[config.mk]
export PLATFORM = sky130hd
export DESIGN_NAME = bpe_pretokenizer_splitter
export DESIGN_NICKNAME = d
export VERILOG_FILES = /design/src/rtl/bps_pkg.sv /design/src/rtl/bps_out_queue.sv /design/src/rtl/bpe_pretokenizer_splitter.sv
export VERILOG_INCLUDE_DIRS = /design/src /design/src/rtl
export SDC_FILE = /design/constraint.sdc
export NUM_CORES = 1
export LEC_CHECK = 0
export BUFFER_PORTS_ARGS = -buffer_cell sky130_fd_sc_hd__buf_2
export CORE_AREA = 5 5 157 159
export DETAILED_ROUTE_END_ITERATION = 7
export DIE_AREA = 0 0 162 164
export PLACE_DENSITY = 0.51
export SLEW_MARGIN = 20
export SYNTH_ARGS = -nofsm -noshare
export SYNTH_HDL_FRONTEND = slang
export SYNTH_SLANG_ARGS = --single-unit
export TNS_END_PERCENT = 50
[constraint.sdc]
create_clock -name clk -period 5.9 [get_ports clk]
set_input_delay 0 -clock clk [delete_from_list [all_inputs] [get_ports clk]]
set_output_delay 0 -clock clk [all_outputs]
set_load 0.02 [all_outputs]
[src/rtl/bpe_pretokenizer_splitter_assert.svh]
// Assertion helpers shared by the splitter modules.
`ifndef BPE_PRETOKENIZER_SPLITTER_ASSERT_SVH
`define BPE_PRETOKENIZER_SPLITTER_ASSERT_SVH

// Checked only while out of reset.
`define BPS_ASSERT(lbl, prop, msg) \
  lbl: assert property (@(posedge clk) disable iff (!rst_n) prop) else $error(msg);

// Checked at every edge, reset included.
`define BPS_ASSERT_ALWAYS(lbl, prop, msg) \
  lbl: assert property (@(posedge clk) prop) else $error(msg);

`endif

[src/rtl/bps_pkg.sv]
package bps_pkg;

  localparam int LOOKAHEAD = 2;
  localparam int MAX_RES   = LOOKAHEAD + 1;
  localparam int Q_DEPTH   = 8;
  localparam int PTR_W     = $clog2(Q_DEPTH);
  localparam int CNT_W     = PTR_W + 1;

  localparam logic [7:0] CH_APOS  = 8'h27;
  localparam logic [7:0] CH_SPACE = 8'h20;
  localparam logic [7:0] CH_D     = 8'h64;
  localparam logic [7:0] CH_S     = 8'h73;
  localparam logic [7:0] CH_T     = 8'h74;
  localparam logic [7:0] CH_M     = 8'h6D;
  localparam logic [7:0] CH_R     = 8'h72;
  localparam logic [7:0] CH_V     = 8'h76;
  localparam logic [7:0] CH_L     = 8'h6C;
  localparam logic [7:0] CH_E     = 8'h65;
  localparam logic [7:0] HIGH_LETTER = 8'h80;

  typedef enum logic [2:0] {
    CL_NONE   = 3'd0,
    CL_CONTR  = 3'd1,
    CL_LETTER = 3'd2,
    CL_DIGIT  = 3'd3,
    CL_SYMBOL = 3'd4,
    CL_SPACE  = 3'd5
  } class_t;

  typedef struct packed {
    logic [7:0] data;
    logic       frag_end;
    logic       done;
  } entry_t;

  // Results of one input beat, written into the output queue together.
  typedef struct packed {
    logic [1:0]   cnt;
    entry_t [MAX_RES-1:0] ent;
  } push_t;

  typedef struct packed {
    logic       ok;
    logic       e;
    class_t     cls;
    logic [1:0] left;
  } dec_t;

  function automatic class_t byte_class(logic [7:0] c);
    class_t r;
    if (c inside {8'h20, 8'h09, 8'h0A, 8'h0B, 8'h0C, 8'h0D}) begin
      r = CL_SPACE;
    end else if ((c >= 8'h61 && c <= 8'h7A) || (c >= 8'h41 && c <= 8'h5A) ||
                 c >= HIGH_LETTER) begin
      r = CL_LETTER;
    end else if (c >= 8'h30 && c <= 8'h39) begin
      r = CL_DIGIT;
    end else begin
      r = CL_SYMBOL;
    end
    return r;
  endfunction

  // Flag of the front byte b0 given up to two bytes of lookahead (h1, h2 say
  // whether b1, b2 exist). ok low: more lookahead needed, nothing commits.
  function automatic dec_t decide(class_t cls, logic [1:0] left,
                                  logic [7:0] b0, logic [7:0] b1, logic [7:0] b2,
                                  logic h1, logic h2, logic eot);
    dec_t       d;
    class_t     c;
    logic [1:0] l;
    logic       e;
    logic       ok;
    c  = cls;
    l  = left;
    e  = 1'b0;
    ok = 1'b1;
    if (c == CL_NONE) begin
      if (b0 == CH_APOS) begin
        if (!h1 && !eot) ok = 1'b0;
        c = CL_SYMBOL;
        if (h1) begin
          if (b1 == CH_D || b1 == CH_S || b1 == CH_T || b1 == CH_M) begin
            c = CL_CONTR;
            l = 2'd1;
          end else if (b1 == CH_R || b1 == CH_V || b1 == CH_L) begin
            if (!h2 && !eot) ok = 1'b0;
            if (h2 && b2 == ((b1 == CH_L) ? CH_L : CH_E)) begin
              c = CL_CONTR;
              l = 2'd2;
            end
          end
        end
      end else if (b0 == CH_SPACE) begin
        if (!h1 && !eot) ok = 1'b0;
        c = CL_SPACE;
        if (h1 && byte_class(b1) != CL_SPACE) c = byte_class(b1);
      end else begin
        c = byte_class(b0);
      end
    end

    if (c == CL_CONTR) begin
      if (l == 2'd0) begin
        e = 1'b1;
      end else begin
        l = l - 2'd1;
      end
    end else if (c == CL_SPACE) begin
      // greedy run, but the last byte before non-space goes to the next run
      if (!h1) begin
        if (!eot) ok = 1'b0;
        e = 1'b1;
      end else if (byte_class(b1) != CL_SPACE) begin
        e = 1'b1;
      end else if (!h2) begin
        if (!eot) ok = 1'b0;
      end else begin
        e = byte_class(b2) != CL_SPACE;
      end
    end else begin
      if (!h1) begin
        if (!eot) ok = 1'b0;
        e = 1'b1;
      end else begin
        e = byte_class(b1) != c;
      end
    end

    if (e) begin
      c = CL_NONE;
      l = 2'd0;
    end
    d.ok   = ok;
    d.e    = e;
    d.cls  = c;
    d.left = l;
    return d;
  endfunction

endpackage

[src/rtl/bps_out_queue.sv]
module bps_out_queue
  import bps_pkg::*;
(
  input  logic   clk,
  input  logic   rst_n,
  input  push_t  push,
  output logic   room,
  output logic   out_valid,
  input  logic   out_stall,
  output entry_t out_ent
);

  `include "bpe_pretokenizer_splitter_assert.svh"

  entry_t             mem_r [Q_DEPTH];
  logic [PTR_W-1:0]   wr_ptr_r, wr_ptr_nxt;
  logic [PTR_W-1:0]   rd_ptr_r, rd_ptr_nxt;
  logic [CNT_W-1:0]   count_r, count_nxt;
  logic               pop;

  assign out_valid = count_r != '0;
  assign out_ent   = mem_r[rd_ptr_r];
  assign pop       = out_valid && !out_stall;
  // room for a full burst, ignoring a pop in the same cycle
  assign room      = count_r <= CNT_W'(Q_DEPTH - MAX_RES);

  always_comb begin
    wr_ptr_nxt = wr_ptr_r + PTR_W'(push.cnt);
    rd_ptr_nxt = rd_ptr_r + PTR_W'(pop);
    count_nxt  = count_r + CNT_W'(push.cnt) - CNT_W'(pop);
  end

  always_ff @(posedge clk) begin
    if (!rst_n) begin
      wr_ptr_r <= '0;
      rd_ptr_r <= '0;
      count_r  <= '0;
    end else begin
      wr_ptr_r <= wr_ptr_nxt;
      rd_ptr_r <= rd_ptr_nxt;
      count_r  <= count_nxt;
    end
  end

  always_ff @(posedge clk) begin
    for (int j = 0; j < MAX_RES; j++) begin
      if (j < int'(push.cnt)) begin
        mem_r[PTR_W'(wr_ptr_r + PTR_W'(j))] <= push.ent[j];
      end
    end
  end

  `BPS_ASSERT(a_q_no_overflow, (count_r <= CNT_W'(Q_DEPTH)), "output queue overflow")
  `BPS_ASSERT(a_q_push_shows, ((push.cnt != 2'd0) |=> (count_r != '0)), "pushed beat lost")
  `BPS_ASSERT(a_q_burst_fits, ((push.cnt != 2'd0) |-> room), "burst pushed without room")

endmodule

[src/rtl/bpe_pretokenizer_splitter.sv]
// Pre-tokenizer splitter: tags each text byte with a fragment-end flag.
// Input channel: in_valid/in_stall with in_text_byte and in_end_of_text.
// A beat is taken when in_valid is high and in_stall low; one beat per cycle.
// Result channel: out_valid/out_stall with out_byte, out_fragment_end and
// out_text_done. Bytes leave in order, each once its flag is known, so a
// result may trail its input by up to two text bytes of lookahead; the
// end-of-text beat flushes all held bytes, the last one with out_text_done.
// Pipeline: input register, a combinational class and lookahead decision for
// up to three bytes, then an 8-entry output queue that every byte passes.
// Sustained rate is one byte per cycle unless the queue runs short of room;
// in_stall rises only while the queue lacks room for a three-byte flush,
// which the one-read-per-cycle queue sets. When the receiver stalls, results
// wait in the queue and input keeps being taken until that room runs out.
// Synchronous reset (rst_n low) empties the queue and input register and
// drops any open fragment and held bytes.
module bpe_pretokenizer_splitter
  import bps_pkg::*;
(
  input  logic       clk,
  input  logic       rst_n,
  input  logic       in_valid,
  output logic       in_stall,
  input  logic [7:0] in_text_byte,
  input  logic       in_end_of_text,
  output logic       out_valid,
  input  logic       out_stall,
  output logic [7:0] out_byte,
  output logic       out_fragment_end,
  output logic       out_text_done
);

  `include "bpe_pretokenizer_splitter_assert.svh"

  logic       in_v_r;
  logic [7:0] in_byte_r;
  logic       in_eot_r;

  logic [7:0] held_r [LOOKAHEAD];
  logic [7:0] held_nxt [LOOKAHEAD];
  logic [1:0] hc_r, hc_nxt;
  class_t     cls_r, cls_nxt;
  logic [1:0] left_r, left_nxt;

  logic       room, adv;
  logic [7:0] w [MAX_RES];
  logic [1:0] n, k, rem;
  dec_t       st0, st1, st2;
  logic       ok0, ok1, ok2;
  push_t      push;
  entry_t     out_ent;

  assign adv      = in_v_r && room;
  assign in_stall = in_v_r && !room;

  always_comb begin
    n    = hc_r + 2'd1;
    w[0] = (hc_r == 2'd0) ? in_byte_r : held_r[0];
    w[1] = (hc_r == 2'd1) ? in_byte_r : held_r[1];
    w[2] = in_byte_r;

    st0 = decide(cls_r, left_r, w[0], w[1], w[2], n > 2'd1, n > 2'd2, in_eot_r);
    ok0 = st0.ok;
    st1 = decide(st0.cls, st0.left, w[1], w[2], 8'h00, n > 2'd2, 1'b0, in_eot_r);
    ok1 = ok0 && n > 2'd1 && st1.ok;
    st2 = decide(st1.cls, st1.left, w[2], 8'h00, 8'h00, 1'b0, 1'b0, in_eot_r);
    ok2 = ok1 && n > 2'd2 && st2.ok;

    k = ok2 ? 2'd3 : ok1 ? 2'd2 : ok0 ? 2'd1 : 2'd0;
    rem = n - k;

    push.cnt = adv ? k : 2'd0;
    push.ent[0] = '{data: w[0], frag_end: st0.e, done: in_eot_r && k == 2'd1};
    push.ent[1] = '{data: w[1], frag_end: st1.e, done: in_eot_r && k == 2'd2};
    push.ent[2] = '{data: w[2], frag_end: st2.e, done: in_eot_r && k == 2'd3};

    cls_nxt  = ok2 ? st2.cls  : ok1 ? st1.cls  : ok0 ? st0.cls  : cls_r;
    left_nxt = ok2 ? st2.left : ok1 ? st1.left : ok0 ? st0.left : left_r;

    held_nxt[0] = w[0];
    held_nxt[1] = w[1];
    case (k)
      2'd1: begin
        held_nxt[0] = w[1];
        held_nxt[1] = w[2];
      end
      2'd2: begin
        held_nxt[0] = w[2];
        held_nxt[1] = w[2];
      end
      default: begin
        held_nxt[0] = w[0];
        held_nxt[1] = w[1];
      end
    endcase
    hc_nxt = (rem == 2'd3) ? 2'd2 : rem;

    // end of text: every byte decided, back to the reset state
    if (in_eot_r) begin
      cls_nxt  = CL_NONE;
      left_nxt = 2'd0;
      hc_nxt   = 2'd0;
    end
  end

  always_ff @(posedge clk) begin
    if (!rst_n) begin
      in_v_r <= 1'b0;
      hc_r   <= 2'd0;
      cls_r  <= CL_NONE;
      left_r <= 2'd0;
    end else begin
      if (!in_stall) begin
        in_v_r <= in_valid;
      end
      if (adv) begin
        hc_r   <= hc_nxt;
        cls_r  <= cls_nxt;
        left_r <= left_nxt;
      end
    end
  end

  always_ff @(posedge clk) begin
    if (in_valid && !in_stall) begin
      in_byte_r <= in_text_byte;
      in_eot_r  <= in_end_of_text;
    end
    if (adv) begin
      held_r[0] <= held_nxt[0];
      held_r[1] <= held_nxt[1];
    end
  end

  bps_out_queue u_queue (
    .clk       (clk),
    .rst_n     (rst_n),
    .push      (push),
    .room      (room),
    .out_valid (out_valid),
    .out_stall (out_stall),
    .out_ent   (out_ent)
  );

  assign out_byte         = out_ent.data;
  assign out_fragment_end = out_ent.frag_end;
  assign out_text_done    = out_ent.done;

  `BPS_ASSERT(a_hold_when_full, ((in_v_r && !room) |=> in_v_r), "stalled beat dropped")
  `BPS_ASSERT(a_eot_clears, ((adv && in_eot_r) |=> (hc_r == 2'd0 && cls_r == CL_NONE && left_r == 2'd0)), "flush left state")
  `BPS_ASSERT(a_held_bound, (hc_r != 2'd3), "held count beyond lookahead")

endmodule

==> results of run 1 <==
==> per-stage QoR <==
stage | hold slack, ps | utilization | setup slack (ps)
after floorplan | 98.9 | - | 690
after global placement | 179 | 0.421 | 479
after detailed placement | 178 | 0.421 | 408
after CTS | 105 | 0.453 | 394
after global routing | 142 | 0.453 | 115
final | 112 | 0.453 | 501
==> per-layer routing <==
metal	vias to the layer above	global-route usage	wire, um
met1	3557	0.319	13500
met4	0	0.0461	289
li1	3480	-	-
met3	21	0.0256	1590
met2	254	0.353	13300
met5	-	0	0
==> worst max-delay path, stage by stage (launching register included) <==
cell and delay (ps):
dfxtp_1 390, inv_1 80, ha_2 320, or4b_1 630, a22o_1 260, o21ai_1 330
a2111oi_0 150, or3_1 340, o2111a_1 200, o32ai_4 320, nand2b_4 270, a31oi_1 180
o311a_4 350, inv_2 80, nor2_1 60, or2_2 300, inv_1 110, ha_1 250
o21a_1 260, nand2_1 120, o21ai_0 90
==> report_power, final <==
group	internal (W)	switching, W
registers	0.00103	0.0000591
logic	0.000414	0.000568
clock network	0.000674	0.000438
==> how the worst max path moves through the flow <==
stage / from / end / slack [ps]
CTS: hc_r[0]$_SDFFE_PN0P_ / held_r[0][12]$_DFFE_PP_ / 390
finish: hc_r[0]$_SDFFE_PN0P_ / held_r[0][12]$_DFFE_PP_ / 500
detailed placement: hc_r[0]$_SDFFE_PN0P_ / u_queue.mem_r[6][0]$_DFFE_PP_ / 410
floorplan: hc_r[1]$_SDFFE_PN0P_ / u_queue.mem_r[2][0]$_DFFE_PP_ / 690
global placement: hc_r[0]$_SDFFE_PN0P_ / u_queue.count_r[1]$_SDFF_PN0_ / 480
global route: hc_r[0]$_SDFFE_PN0P_ / u_queue.mem_r[7][0]$_DFFE_PP_ / 120
==> timing repair <==
action	CTS	global route
hold buffers	12	0
endpoints found under the hold margin	21	0
setup buffers	0	0
gates resized for setup	0	2
setup endpoints to repair	0	7
==> state kept, by name, indices dropped and copies added (netlist names) <==
name / count
u_queue.mem_r: 80
held_r: 16
in_byte_r: 8
u_queue.count_r: 4
cls_r: 3
u_queue.rd_ptr_r: 3
u_queue.wr_ptr_r: 3
hc_r: 2
left_r: 2
in_eot_r: 1
in_v_r: 1
==> cell usage in the layout (no fill, tap or decap), drive strengths merged, types with 20 or more instances in the layout <==
cell | Yosys | final
o21ai | 44 | 44
a21oi | 85 | 85
mux4 | 20 | 20
mux2 | 47 | 47
edfxtp | 105 | 105
inv | 27 | 33
buf | 32 | 88
mux2i | 88 | 88
nor2 | 99 | 99
nand2 | 37 | 37
==> final cells by class <==
class / instances / area [sq um]
inverter: 29 / 109
tap: 290 / 363
clock inverter: 14 / 184
sequential: 123 / 3510
multi-input combinational: 666 / 5130
fill: 2207 / 12600
timing repair buffer: 100 / 746
clock buffer: 18 / 429
==> cells by family (layout without fill, tap and decap cells) <==
group | Yosys count | in the layout | share of synthesized area
simple gates | 260 | 260 | 0.154
compound gates | 222 | 222 | 0.165
mux | 155 | 155 | 0.207
flops | 123 | 123 | 0.387
buf+inv | 99 | 161 | 0.0485
fa+ha+maj | 20 | 20 | 0.0292
xor+xnor | 9 | 9 | 0.00869
==> summary.txt, run 1 <==
Num Clock Sinks = 123
# port buffers = 24
Vert. Die Dim = 164 um
Largest net degree at the start of global routing = 35
Crit-path max FO = 20
Warnings, synthesis = 0
Avg WL per Cell = 23.1 um
CTS Buf Count = 17
Row Count = 56
Crit Path Category = reg2reg
Synthesized area = 0.00907 sq mm
First-pass GRT wire length = 44000 um
Max frequency = 185 MHz
Layout area overhead = 15.4%
Crit path DAT = 5530 ps
Placement Cell Area = 0.00973 sq mm
Placed cells = 1196
Outcome = finished, final reports clean
Post-DR vias/cell = 5.90
R2R Path End = held_r[0][12]$_DFFE_PP_
Skew final = 11.0 ps
Die X = 162 um
Max Cap Viol = 0
Number of diodes = 0
Gr ovfl total = 0
Clk slew on worst S/H paths = 70 ps
Worst VDD drop = 0.205 mV
Average instance area after synthesis = 10.2 sq um
Max Buffers Root-to-Sink = 2
Most common cell in the netlist = edfxtp_1
Leakage = 4.23 nW
Minimum clock period = 5400 ps
Library cells used by synthesis = 95
#FFs+latches synth = 123
Drt pass-1 iters = 5
Post-synth top area share = 0.348
Initial antenna violation count = 0
Critical register-to-register path startpoint = hc_r[0]$_SDFFE_PN0P_
Final Hold Fails = 0
Share of cells above drive strength 1 = 0.221
Critical path endpoint category = flop
DR iter-0 viols = 771
Hold_sp = out_stall
Reg2reg path depth = 20
Vias = 7312
Main synth FF type = edfxtp_1
TritonCTS clock tree = built
CP required = 6030 ps
RD Place Congestion = 0.913
Hold Crit Endpoint = u_queue.rd_ptr_r[0]$_SDFF_PN0_
Post-synthesis async set-or-reset flop share = 0
Core area = 0.0231 sq mm
Initial core utilization = 0.392
Worst Tran Pin Value = 1050 ps
Pwr Total = 0.00318 W
Num ports = 25
Flop-to-flop setup slack = 500 ps
Synthesized instance count = 888
Vias in the first global route = 7104
Cell taking the most area after synthesis = edfxtp_1
Synthesized netlist net count = 921
DRT antenna net count = 0
WHS Path Cells = 4
Final Non-Filler Cells = 1240
Final nets = 970
GRT Overall Usage = 0.219
Htree depth = 4
Root buf cell = clkbuf_16
PwrDens = 304 mW/mm^2
Final wirelength = 28600 um
RSZ-0062 raised after global routing = no
Post-Layout Inst Area = 0.0105 sq mm
TNS Setup = 0 ps
Final setup violating endpoints = 0
Synth top cells by count = edfxtp_1 (105), nor2_1 (98), mux2i_1 (87)
DRC violation count after routing = 0
Clk_lat worst skew = 430 ps
Crit start category = flop
Max-slew violations = 0
Period utilization = 0.915
Top area cells in the synthesized netlist = edfxtp_1 (35%), mux2i_1 (9.6%), mux4_2 (5.0%)
Max transition margin = 0.296
HP Class = in2reg
Register area share after synthesis = 0.387
Number of synthesized flops with an enable pin = 105
Post-DP HPWL = 19700 um
Die area = 0.0266 sq mm
Note: power is estimated with default switching activity, not from simulation.
==> run 2: changes to the inputs <==
BUFFER_PORTS_ARGS = -buffer_cell sky130_fd_sc_hd__clkbuf_2   (was -buffer_cell sky130_fd_sc_hd__buf_2)
PLACE_DENSITY = 0.58   (was 0.51)
==> summary.txt, run 2 (synthesized netlist as in run 1, its figures left out) <==
Vert. Die Dim = 164 um (unchanged)
Reg2reg path depth = 17 (-15%)
DR iter-0 viols = 808 (+4.8%)
HP Class = in2reg
Crit-path max FO = 24 (+20%)
GRT Overall Usage = 0.210 (-0.00869)
Post-DP HPWL = 19000 um (-3.6%)
Hold_sp = rst_n
DRC violation count after routing = 0 (unchanged)
Setup bufs post-CTS = 0 (unchanged)
Fill cell count = 2208 (+0.045%)
Final nets = 959 (-1.1%)
TritonCTS clock tree = built
Biggest regs = u_queue.mem_r: 80 flops, held_r: 16 flops, in_byte_r: 8 flops
Outcome = finished, final reports clean
Final worst-path setup slack = 340 ps (-161 ps)
Max Buffers Root-to-Sink = 2 (unchanged)
Period utilization = 0.942 (+0.0273)
PwrDens = 299 mW/mm^2 (-1.7%)
Skew final = 16.7 ps (+5.67 ps)
Initial core utilization = 0.392 (unchanged)
Pwr Total = 0.00309 W (-2.9%)
Largest net degree at the start of global routing = 25 (-29%)
# port buffers = 24 (unchanged)
Max-slew violations = 0 (unchanged)
Placement Cell Area = 0.00964 sq mm (-0.95%)
Critical register-to-register path startpoint = hc_r[1]$_SDFFE_PN0P_
Core area = 0.0231 sq mm (unchanged)
CTS Buf Count = 17 (unchanged)
Root buf cell = clkbuf_16
Num ports = 25 (unchanged)
WHS Path Cells = 2 (-2)
Crit path DAT = 5690 ps (+160 ps)
Final Hold Fails = 0 (unchanged)
Place WS = 253 ps (-155 ps)
Critical path endpoint category = flop
Crit Path Category = reg2reg
R2R Path End = u_queue.mem_r[5][0]$_DFFE_PP_
RSZ-0062 raised after global routing = no
Layout area overhead = 14.0%
Flop-to-flop setup slack = 340 ps (-160 ps)
Htree depth = 4 (unchanged)
Drt pass-1 iters = 5 (unchanged)
Max Cap Viol = 0 (unchanged)
Max frequency = 180 MHz (-2.9%)
Num Clock Sinks = 123 (unchanged)
Post-DR vias/cell = 6.08 (+3.2%)
CP required = 6030 ps (about the same)
Post-Layout Inst Area = 0.0103 sq mm (-1.3%)
Worst VDD drop = 0.209 mV (+2.1%)
Most common cell after layout, fill and taps aside = edfxtp_1
Avg WL per Cell = 22.6 um (-2.3%)
Most frequent cells in the layout = edfxtp_1 (105), nor2_1 (98), mux2i_1 (87), a21oi_1 (81), buf_4 (55)
Leakage = 4.16 nW (-1.6%)
Minimum clock period = 5560 ps (+161 ps)
Row Count = 56 (unchanged)
Clk_lat worst skew = 420 ps (about the same)
Number of diodes = 0 (unchanged)
Max transition margin = 0.351 (+0.0549)
Final setup violating endpoints = 0 (unchanged)
Initial antenna violation count = 0 (unchanged)
Die area = 0.0266 sq mm (unchanged)
Hold Crit Endpoint = in_v_r$_SDFFE_PN0N_
Most flops, register = u_queue.mem_r
Clk slew on worst S/H paths = 60 ps (about the same)
DRT antenna net count = 0 (unchanged)
Vias in the first global route = 7102 (-0.028%)
Vias = 7476 (+2.2%)
Crit start category = flop
TNS Setup = 0 ps (unchanged)
Die X = 162 um (unchanged)
Final wirelength = 27700 um (-3.1%)
First-pass GRT wire length = 42900 um (-2.5%)
Max FFs per register = 80 (unchanged)
Worst Tran Pin Value = 973 ps (-80.2 ps)
Gr ovfl total = 0 (unchanged)
Share of cells above drive strength 1 = 0.214 (-0.00700)
RD Place Congestion = 0.912 (-0.11%)
-- run 2: worst max path at each step --
| stage | slack, ps | to | depth (start not counted) | start |
|---|---|---|---|---|
| floorplan | 690 | u_queue.mem_r[2][0]$_DFFE_PP_ | 19 | hc_r[1]$_SDFFE_PN0P_ |
| global placement | 300 | u_queue.count_r[1]$_SDFF_PN0_ | 20 | hc_r[1]$_SDFFE_PN0P_ |
| detailed placement | 250 | u_queue.mem_r[7][0]$_DFFE_PP_ | 18 | hc_r[1]$_SDFFE_PN0P_ |
| CTS | 220 | u_queue.mem_r[7][0]$_DFFE_PP_ | 18 | hc_r[1]$_SDFFE_PN0P_ |
| global route | 30 | u_queue.mem_r[7][0]$_DFFE_PP_ | 21 | hc_r[1]$_SDFFE_PN0P_ |
| finish | 340 | u_queue.mem_r[5][0]$_DFFE_PP_ | 17 | hc_r[1]$_SDFFE_PN0P_ |
-- run 2: through the flow --
stage	util	hold WS, ps	instances
floorplan	-	98.9	888
global placement	0.417	178	1187
detailed placement	0.417	180	1187
CTS	0.446	26.4	1229
global route	0.447	38.0	1229
finish	0.447	22.9	1229
-- run 2: where the power goes --
| group | internal (W) | switching [W] | leakage, nW |
|---|---|---|---|
| combinational | 0.000405 | 0.000553 | 2.76 |
| clock | 0.000626 | 0.000414 | 0.279 |
| sequential | 0.00103 | 0.0000625 | 1.12 |
-- run 2: what timing repair did --
action | in CTS | in global routing
gates resized for setup | 0 | 4
hold endpoints to repair | 10 | 0
hold buffers | 10 | 0
endpoints found under the setup margin | 0 | 57
-- run 2: worst max-delay path, cell delays in order (launching register included) --
cell	delay, ps
dfxtp_1	350
inv_1	70
ha_2	290
buf_4	220
or3b_1	420
a2111o_1	460
a2111oi_4	430
a311oi_4	120
or3_4	470
nor2_4	140
o32ai_4	140
nand2b_4	250
a221oi_2	310
o311a_4	250
buf_4	310
nand3_2	520
o21ai_0	420
a21oi_1	90
-- run 2: final cells by class --
class | count | area [sq um] | share of cell area
Multi-Input combinational cell | 666 | 5140 | 0.498
Sequential cell | 123 | 3510 | 0.340
Timing Repair Buffer | 89 | 633 | 0.0612
Clock buffer | 19 | 433 | 0.0419
Tap cell | 290 | 363 | 0.0351
Clock inverter | 13 | 143 | 0.0138
Inverter | 29 | 109 | 0.0105
-- run 2: metal layers --
metal,routed length (um),GRT usage,vias to the layer above
li1,-,-,3462
met1,12600,0.305,3638
met2,12500,0.322,334
met3,2080,0.0371,42
met4,574,0.0615,0
met5,0,0,-
==> run 3: changes to the inputs <==
clock period = 6.6 ns   (was 5.9 ns; I/O delays follow)
==> summary.txt, run 3 (synthesized netlist as in run 1, its figures left out) <==
Initial antenna violation count = 0 (unchanged)
Vert. Die Dim = 164 um (unchanged)
Setup bufs post-CTS = 0 (unchanged)
Largest net degree at the start of global routing = 35 (+40%)
Max FFs per register = 80 (unchanged)
TNS Setup = 0 ps (unchanged)
GRT Overall Usage = 0.203 (-0.00659)
Share of cells above drive strength 1 = 0.206 (-0.00802)
Combinational Power Share = 0.296 (-0.014)
Final worst-path setup slack = 475 ps (+135 ps)
Max Buffers Root-to-Sink = 2 (unchanged)
Flop-to-flop setup slack = 480 ps (+140 ps)
Vias = 7308 (-2.2%)
Crit start category = flop
TritonCTS clock tree = built
Die area = 0.0266 sq mm (unchanged)
Worst VDD drop = 0.270 mV (+29%)
Gr ovfl total = 0 (unchanged)
Row Count = 56 (unchanged)
Htree depth = 4 (unchanged)
Most flops, register = u_queue.mem_r
Max frequency = 163 MHz (-9.2%)
First-pass GRT wire length = 41800 um (-2.7%)
Post-DR vias/cell = 6.00 (-1.3%)
DRT antenna net count = 0 (unchanged)
Leakage = 4.12 nW (-0.83%)
HP Class = in2reg
Period utilization = 0.928 (-0.0144)
RSZ-0062 raised after global routing = no
Final nets = 947 (-1.3%)
Worst Tran Pin Value = 932 ps (-41.7 ps)
Root buf cell = clkbuf_16
Number of diodes = 0 (unchanged)
Die X = 162 um (unchanged)
Max-slew violations = 0 (unchanged)
Minimum clock period = 6120 ps (+565 ps)
Clock network power share = 0.350 (+0.013)
Placed cells = 1175 (-1.0%)
Final Hold Fails = 0 (unchanged)
Sw Share = 0.338 (+0.00508)
Layout area overhead = 13.3%
# port buffers = 24 (unchanged)
Critical path endpoint category = flop
Max Cap Viol = 0 (unchanged)
Biggest regs = u_queue.mem_r: 80 flops, held_r: 16 flops, in_byte_r: 8 flops
Skew final = 11.0 ps (-5.68 ps)
Post-DP HPWL = 18700 um (-1.4%)
Most common cell after layout, fill and taps aside = edfxtp_1
Drt pass-1 iters = 5 (unchanged)
PwrDens = 272 mW/mm^2 (-9.0%)
Num Clock Sinks = 123 (unchanged)
Max transition margin = 0.379 (+0.0278)
Final wirelength = 26400 um (-4.7%)
Vias in the first global route = 7154 (+0.73%)
CTS Buf Count = 17 (unchanged)
Place WS = 466 ps (+214 ps)
Most frequent cells in the layout = edfxtp_1 (105), nor2_1 (98), mux2i_1 (87), a21oi_1 (81), buf_4 (42)
Crit Path Category = reg2reg
Sw Pwr = 0.000945 W (-8.1%)
Avg WL per Cell = 21.7 um (-3.7%)
DR iter-0 viols = 584 (-28%)
Crit-path max FO = 25 (+4.2%)
Clk_lat worst skew = 430 ps (about the same)
Sequential power share = 0.354 (about the same)
Clk slew on worst S/H paths = 60 ps (about the same)
Final Non-Filler Cells = 1217 (-0.98%)
Crit path DAT = 6270 ps (+580 ps)
CP required = 6740 ps (+710 ps)
Core area = 0.0231 sq mm (unchanged)
Num ports = 25 (unchanged)
Outcome = finished, final reports clean
RD Place Congestion = 0.924 (+1.3%)
Power Internal = 0.00185 W (-10%)
Initial core utilization = 0.392 (unchanged)
DRC violation count after routing = 0 (unchanged)
Final setup violating endpoints = 0 (unchanged)
==> run 3: path summary, 6_finish.rpt <==
check                                                to  cells after the start                  from
worst min-delay path                in_v_r$_SDFFE_PN0N_                      2                 rst_n
worst min register to register     hc_r[1]$_SDFFE_PN0P_                      2  hc_r[1]$_SDFFE_PN0P_
worst max register to register  held_r[0][12]$_DFFE_PP_                     20  hc_r[0]$_SDFFE_PN0P_
worst max-delay path            held_r[0][12]$_DFFE_PP_                     20  hc_r[0]$_SDFFE_PN0P_
==> run 3: critical path, cell delays in order, from the launching register on <==
cell and delay, ps:
dfxtp_1 350, inv_1 100, ha_1 630, mux2_2 520, a21bo_2 250, o21ai_1 120
o32ai_1 560, or3_4 260, nor2_4 50, o32ai_4 390, nand2b_4 350, a31oi_1 200
o311a_4 340, buf_4 230, inv_2 120, nor2_1 60, or2_2 310, ha_1 410
o21a_1 380, nand2_1 100, o21ai_0 80
==> run 3: layout make-up <==
cell class | count | area (sq um)
Clock buffer | 17 | 425
Inverter | 29 | 109
Fill cell | 2185 | 12800
Multi-Input combinational cell | 666 | 5140
Sequential cell | 123 | 3510
Tap cell | 290 | 363
Timing Repair Buffer | 77 | 556
Clock inverter | 15 | 178
==> run 3: power groups by stage <==
stage | registers, W | clock network [W] | logic (W)
after global routing | 0.000997 | 0.00102 | 0.000921
after CTS | 0.000990 | 0.000988 | 0.000831
after floorplan | 0.000960 | 0 | 0.000638
after detailed placement | 0.00101 | 0 | 0.000822
final | 0.000990 | 0.000979 | 0.000827
after global placement | 0.00101 | 0 | 0.000817
==> run 3: metrics by stage <==
| stage | power (W) | cell area [sq um] | utilization | hold WS, ps |
|---|---|---|---|---|
| finish | 0.00280 | 10300 | 0.445 | 4.01 |
| CTS | 0.00281 | 10300 | 0.444 | 12.8 |
| global route | 0.00294 | 10300 | 0.445 | 64.6 |
| floorplan | 0.00160 | 9070 | - | 98.9 |
| detailed placement | 0.00183 | 9570 | 0.414 | 179 |
| global placement | 0.00182 | 9560 | 0.414 | 177 |
==> run 3: metal layers <==
metal | vias up | routed length, um | GRT usage
met3 | 49 | 1200 | 0.0306
met4 | 0 | 547 | 0.0684
met1 | 3580 | 11900 | 0.271
met5 | - | 0 | 0
li1 | 3444 | - | -
met2 | 235 | 12800 | 0.341
==> run 3: timing repair <==
action / in CTS / in global routing
resized for setup: 0 / 2
hold buffers: 10 / 0
endpoints found under the setup margin: 0 / 7
hold endpoints to repair: 10 / 0
